$ cat src/hw/rtl/hklp_pkg.sv
// shared types and constants for the string key hash table
// controller states, status codes, command and status bundles
// no dependencies
package hklp_pkg;

  // table size, a power of two so the start slot is the low hash bits
  localparam int SLOTS_DEF     = 256;
  localparam int KEY_BYTES_DEF = 32;

  localparam logic [63:0] FNV_BASIS = 64'hcbf29ce484222325;

  typedef enum logic [1:0] {
    ST_FOUND    = 2'd0,
    ST_INSERTED = 2'd1,
    ST_ABSENT   = 2'd2,
    ST_FULL     = 2'd3
  } status_t;

  typedef enum logic [3:0] {
    S_CLEAR,
    S_IDLE,
    S_MOD,
    S_PRB_RD,
    S_PRB_CHK,
    S_CMP_RD,
    S_CMP_CHK,
    S_CPY_RD,
    S_CPY_WR,
    S_EMIT
  } state_t;

  typedef struct packed {
    logic    acc;
    logic    mod_step;
    logic    idx_adv;
    logic    j_clr;
    logic    j_inc;
    logic    copy_wr;
    logic    meta_wr;
    logic    clr_wr;
    logic    cnt_inc;
    logic    out_load;
    logic    key_done;
    status_t res;
  } cmd_t;

  typedef struct packed {
    logic clr_done;
    logic meta_valid;
    logic len_eq;
    logic byte_eq;
    logic j_last;
    logic full;
    logic act;
  } sts_t;

  // one fnv-1a round; the prime is 2^40 + 0x1b3, built from shifts
  function automatic logic [63:0] fnv_step(input logic [63:0] h, input logic [7:0] b);
    logic [63:0] x;
    x = h ^ {56'd0, b};
    return (x << 40) + (x << 8) + (x << 7) + (x << 5) + (x << 4) + (x << 1) + x;
  endfunction

endpackage

$ cat src/hw/rtl/hklp_ctrl.sv
// sequencer for clear, hash reduction, probe walk, key copy and result
// depends on hklp_pkg
module hklp_ctrl (
  input  logic            clk,
  input  logic            rst_n,
  input  logic            in_valid,
  input  logic            in_last,
  output logic            in_ready,
  output logic            out_valid,
  input  logic            out_ready,
  input  hklp_pkg::sts_t  sts,
  output hklp_pkg::cmd_t  cmd
);
  hklp_pkg::state_t  state_r, state_nxt;
  hklp_pkg::status_t res_r, res_nxt;
  logic              out_valid_r, out_valid_nxt;

  always_ff @(posedge clk) begin
    if (!rst_n) begin
      state_r     <= hklp_pkg::S_CLEAR;
      res_r       <= hklp_pkg::ST_ABSENT;
      out_valid_r <= 1'b0;
    end else begin
      state_r     <= state_nxt;
      res_r       <= res_nxt;
      out_valid_r <= out_valid_nxt;
    end
  end

  always_comb begin
    state_nxt = state_r;
    res_nxt   = res_r;
    cmd       = '0;
    cmd.res   = res_r;
    in_ready  = 1'b0;
    unique case (state_r)
      hklp_pkg::S_CLEAR: begin
        cmd.clr_wr = 1'b1;
        if (sts.clr_done) begin
          state_nxt = hklp_pkg::S_IDLE;
        end
      end
      hklp_pkg::S_IDLE: begin
        in_ready = 1'b1;
        if (in_valid) begin
          cmd.acc = 1'b1;
          if (in_last) begin
            state_nxt = hklp_pkg::S_MOD;
          end
        end
      end
      hklp_pkg::S_MOD: begin
        cmd.mod_step = 1'b1;
        state_nxt    = hklp_pkg::S_PRB_RD;
      end
      hklp_pkg::S_PRB_RD: begin
        state_nxt = hklp_pkg::S_PRB_CHK;
      end
      hklp_pkg::S_PRB_CHK: begin
        if (!sts.meta_valid) begin
          if (!sts.act) begin
            res_nxt   = hklp_pkg::ST_ABSENT;
            state_nxt = hklp_pkg::S_EMIT;
          end else if (sts.full) begin
            res_nxt   = hklp_pkg::ST_FULL;
            state_nxt = hklp_pkg::S_EMIT;
          end else begin
            cmd.j_clr = 1'b1;
            state_nxt = hklp_pkg::S_CPY_RD;
          end
        end else if (sts.len_eq) begin
          cmd.j_clr = 1'b1;
          state_nxt = hklp_pkg::S_CMP_RD;
        end else begin
          cmd.idx_adv = 1'b1;
          state_nxt   = hklp_pkg::S_PRB_RD;
        end
      end
      hklp_pkg::S_CMP_RD: begin
        state_nxt = hklp_pkg::S_CMP_CHK;
      end
      hklp_pkg::S_CMP_CHK: begin
        if (!sts.byte_eq) begin
          cmd.idx_adv = 1'b1;
          state_nxt   = hklp_pkg::S_PRB_RD;
        end else if (sts.j_last) begin
          res_nxt   = hklp_pkg::ST_FOUND;
          state_nxt = hklp_pkg::S_EMIT;
        end else begin
          cmd.j_inc = 1'b1;
          state_nxt = hklp_pkg::S_CMP_RD;
        end
      end
      hklp_pkg::S_CPY_RD: begin
        state_nxt = hklp_pkg::S_CPY_WR;
      end
      hklp_pkg::S_CPY_WR: begin
        cmd.copy_wr = 1'b1;
        if (sts.j_last) begin
          cmd.meta_wr = 1'b1;
          cmd.cnt_inc = 1'b1;
          res_nxt     = hklp_pkg::ST_INSERTED;
          state_nxt   = hklp_pkg::S_EMIT;
        end else begin
          cmd.j_inc = 1'b1;
          state_nxt = hklp_pkg::S_CPY_RD;
        end
      end
      hklp_pkg::S_EMIT: begin
        if (!out_valid_r || out_ready) begin
          cmd.out_load = 1'b1;
          cmd.key_done = 1'b1;
          state_nxt    = hklp_pkg::S_IDLE;
        end
      end
      default: state_nxt = hklp_pkg::S_IDLE;
    endcase
    out_valid_nxt = cmd.out_load | (out_valid_r & ~out_ready);
  end

  assign out_valid = out_valid_r;
endmodule

$ cat config.mk
export PLATFORM = sky130hd
export DESIGN_NAME = hklp_ctrl
export DESIGN_NICKNAME = d
export VERILOG_FILES = /design/src/hw/rtl/hklp_pkg.sv /design/src/hw/rtl/hklp_ctrl.sv
export SDC_FILE = /design/constraint.sdc
export NUM_CORES = 1
export LEC_CHECK = 0
export ABC_CLOCK_PERIOD_IN_PS = 1550
export BUFFER_PORTS_ARGS = -buffer_cell sky130_fd_sc_hd__buf_2
export CAP_MARGIN = 0
export CORE_MARGIN = 4
export CORE_UTILIZATION = 33
export CTS_BUF_LIST = sky130_fd_sc_hd__clkbuf_16
export DETAILED_ROUTE_END_ITERATION = 12
export GPL_TIMING_DRIVEN = 0
export PLACE_DENSITY = 0.59
export SLEW_MARGIN = 20
export SYNTH_ARGS = -nofsm -noshare
export SYNTH_HDL_FRONTEND = slang
export SYNTH_SLANG_ARGS = --single-unit
$ cat constraint.sdc
create_clock -name clk -period 1.55 [get_ports clk]
set_input_delay 0 -clock clk [delete_from_list [all_inputs] [get_ports clk]]
set_output_delay 0 -clock clk [all_outputs]
set_load 0.05 [all_outputs]
==> results.rst <==
.. list-table::
   :header-rows: 1

   * - Metric
     - Value
   * - Power density of the placed cells
     - 834.8 nW/um^2
   * - Clock tree skew after final layout
     - 0.006193 ns
   * - Clock latency of the later-clocked register in the worst-skew pair
     - 0.24 ns
   * - Initial core utilization
     - 35.86%
   * - Achievable Freq
     - 680.9 MHz
   * - Transition time at the pin with the least slew margin
     - 0.4257 ns
   * - Destination of the critical timing path
     - cmd[10]
   * - Maximum number of pins on one net before global-route repair
     - 11
   * - Capture instance of the worst register-to-register path
     - res_r[0]$_SDFFE_PN0P_
   * - Reg2Reg Depth
     - 5
   * - Worst path setup slack after routing
     - 0.08129 ns
   * - Number of flip-flops and latches in the synthesized netlist
     - 7
   * - Net count of the mapped netlist
     - 90
   * - Critical Path Fanout Max
     - 10
   * - Wire length of the first global-routing pass
     - 3.118 mm
   * - Maximum capacitance violations
     - 0
   * - Result of the run
     - finished, final reports clean
   * - Share of synthesized registers carrying an async set or reset
     - 0%
   * - Critical path capture point type
     - output pin
   * - # IOs
     - 27
   * - Number of cells after detailed placement
     - 129
   * - Maximum resistive drop on vdd
     - 471.8 uV
   * - Clock buffer depth
     - 2
   * - Most common flop cell mapped by yosys
     - sky130_fd_sc_hd__dfxtp_1
   * - Final number of setup-violating endpoints
     - 0
   * - Core area
     - 1783 um^2
   * - Worst reg2reg setup slack
     - 0.16 ns
   * - Library cell contributing the largest single delay on the critical path
     - sky130_fd_sc_hd__dfxtp_1
   * - Floorplan die width
     - 52.02 um
   * - Critical Path AT
     - 1.47 ns
   * - Number of standard cells in the final layout excluding fillers
     - 135
   * - Final total negative setup slack
     - 0 ns
   * - Global Route Usage Sum
     - 16.18%
   * - Worst relative slew slack
     - 71.56%
   * - Sink Count
     - 7
   * - Number of antenna violations at the first check in global routing
     - 0
   * - Max incr delay on CP
     - 0.31 ns
   * - Final core utilization
     - 55.72%
   * - Routed length per placed instance
     - 13.38 um
   * - CTS tree
     - yes
   * - Remaining design rule violation count
     - 0
   * - RSZ-0062 raised after global routing
     - false
   * - Static Leakage
     - 0.4316 nW
   * - Die extent in y
     - 52.02 um
   * - EDFF count, synth
     - 0
   * - Critical Setup Path Class
     - flop to output pin
   * - Number of cells produced by synthesis
     - 78
   * - Startpoint of the worst setup timing path
     - state_r[2]$_SDFFE_PN0P_
   * - Total count of max-transition violations in the final report
     - 0
   * - Proportion of layout cells with a drive suffix above 1
     - 50.00%
   * - Combined area of all synthesized cells
     - 639.4 um^2
   * - Worst-case setup slack after placement
     - 0.1341 ns
   * - PortBufs
     - 26
   * - Filler cell count
     - 168
   * - Die Footprint
     - 2706 um^2
   * - Total Routed Length
     - 1.806 mm
   * - Root Buffer Master
     - sky130_fd_sc_hd__clkbuf_16
   * - Final worst-path cycle share
     - 94.76%
   * - Antenna cell count
     - 0
   * - Number of endpoints with negative hold slack in the final report
     - 0
   * - Register clock-pin slew on the reported worst setup and hold paths
     - 0.04 ns
   * - Via count
     - 678
   * - Final weighted congestion in routability-driven placement
     - 0.7884
   * - Required time at the worst-slack endpoint
     - 1.55 ns
   * - Startpoint of the most critical register-to-register path
     - state_r[1]$_SDFFE_PN0P_
   * - Number of search-and-repair iterations in the first detailed-routing pass
     - 5
   * - Minimum clock period after layout
     - 1.469 ns
   * - DRC violation total after the first TritonRoute iteration
     - 10
   * - Yosys cell types
     - 37
   * - Total number of yosys warnings
     - 0
   * - Final-stage net count
     - 123
   * - Syn_area_per_cell
     - 8.197 um^2
   * - TritonCTS Buffers
     - 3
   * - Count of hold buffers inserted by post-cts repair
     - 0
   * - Worst Setup Start Kind
     - flop
   * - Post-DP HPWL
     - 1.338 mm
   * - Post-route ant nets
     - 0
   * - Cell-by-cell listing of the critical path
     - buf_6 -> nor2b_4 -> nor3b_4 -> buf_2
   * - Number of rows created at floorplan
     - 15
   * - Path class of the lowest-slack min-delay path
     - input port to flop
   * - Area growth syn-to-layout
     - 55.38%
   * - Sequential cell area fraction in the yosys report
     - 21.92%
   * - Grt total ovfl
     - 0
   * - Post-route worst hold slack
     - 0.03607 ns
   * - Vias per cell
     - 5.022
   * - Clock H-tree levels
     - 1
   * - Vias in the first global route
     - 677
-- kinds of logic (layout without fill, tap and decap cells) --
logic type | Yosys count | after routing | synth area share (%)
and+or+nand+nor | 37 | 37 | 38.95
xor gates and xnor gates | 1 | 1 | 1.370
AOI/OAI and AO/OA | 17 | 17 | 20.74
buffers and inverters | 13 | 45 | 12.13
muxes | 3 | 3 | 4.892
DFF | 7 | 7 | 21.92
-- cells in the final DEF (no fill, tap or decap), types with 2 or more instances in the layout --
master and n:
sky130_fd_sc_hd__nor4_4 2, sky130_fd_sc_hd__nor3_2 2, sky130_fd_sc_hd__a31oi_1 3, sky130_fd_sc_hd__nor2b_1 5
sky130_fd_sc_hd__inv_1 6, sky130_fd_sc_hd__nand2b_1 2, sky130_fd_sc_hd__buf_6 3, sky130_fd_sc_hd__dfxtp_1 7
sky130_fd_sc_hd__buf_2 21, sky130_fd_sc_hd__mux2i_1 2, sky130_fd_sc_hd__nand2_1 8, sky130_fd_sc_hd__nor3b_4 2
sky130_fd_sc_hd__nor2_1 4, sky130_fd_sc_hd__o21ai_0 2, sky130_fd_sc_hd__buf_4 9, sky130_fd_sc_hd__clkbuf_16 3
sky130_fd_sc_hd__nor3_4 2, sky130_fd_sc_hd__a21oi_1 3
-- Yosys cell counts, drive strengths merged (2+ instances only) --
cell,count,area (um^2)
nor2b,6,45.04
dfxtp,7,140.1
and2,2,12.51
nor2,5,18.77
a31oi,3,18.77
nor3b,3,38.79
inv,5,18.77
a21oi,3,15.01
nor4,3,40.04
nand2,8,30.03
nor3,5,30.03
o21ai,2,10.01
nand2b,2,12.51
mux2i,2,20.02
buf,8,58.81
-- state kept, by name (all words and copies together), names as in the netlist --
register	cells
res_r	2
state_r	4
out_valid	1
-- worst min-delay path by stage --
stage,depth (start not counted),endpoint,startpoint
after floorplan,1,cmd[8],sts[2]
after global placement,2,res_r[1]$_SDFFE_PN1P_,rst_n
after detailed placement,2,res_r[1]$_SDFFE_PN1P_,rst_n
after CTS,2,res_r[1]$_SDFFE_PN1P_,rst_n
after global routing,2,res_r[1]$_SDFFE_PN1P_,rst_n
final,2,res_r[1]$_SDFFE_PN1P_,rst_n
-- layer usage --
| layer | share of wire [%] | vias up | track usage [%] | wire [um] |
|---|---|---|---|---|
| met5 | 0 | - | 0 | 0 |
| met4 | 2.4 | 0 | 11.79 | 44 |
| met3 | 6.3 | 5 | 4.011 | 113 |
| met2 | 47 | 27 | 24.06 | 841 |
| met1 | 45 | 302 | 19.90 | 807 |
| li1 | - | 344 | - | - |
-- critical path, delay by kind of cell, from the launching register on --
family | cells | cell delay (ns)
buffers and inverters | 2 | 0.47
and+or+nand+nor | 2 | 0.45
DFF | 1 | 0.31
-- per-stage QoR --
stage,total power [mW],cell area [um^2]
after floorplan,0.3249,693.2
after global placement,0.3718,854.6
after detailed placement,0.3727,854.6
after CTS,0.8256,935.9
after global routing,0.8707,993.5
final,0.8293,993.5
-- layout make-up --
type                       instances  area (um^2)  share of cell area [%]
sequential                         7        140.1                   14.11
clock inverter                     1        3.754                  0.3778
inverter                           5        18.77                   1.889
multi-input combinational         58        475.5                   47.86
clock buffer                       3        75.07                   7.557
timing repair buffer              28        181.4                   18.26
tap                               25        31.28                   3.149
buffer                             8        67.56                   6.801
-- what timing repair did --
| item | in CTS | in global routing |
|---|---|---|
| buffers inserted | 0 | 2 |
| resized for setup | 1 | 12 |
| pin swaps | 0 | 4 |
| endpoints found under the setup margin | 1 | 6 |
-- power by group --
group	internal (mW)	switching [mW]	leakage (nW)	total, mW
combinational	0.0730	0.119	0.333	0.192
sequential	0.186	0.00169	0.0567	0.188
clock	0.337	0.113	0.0423	0.450
Note: power is estimated with default switching activity, not from simulation.
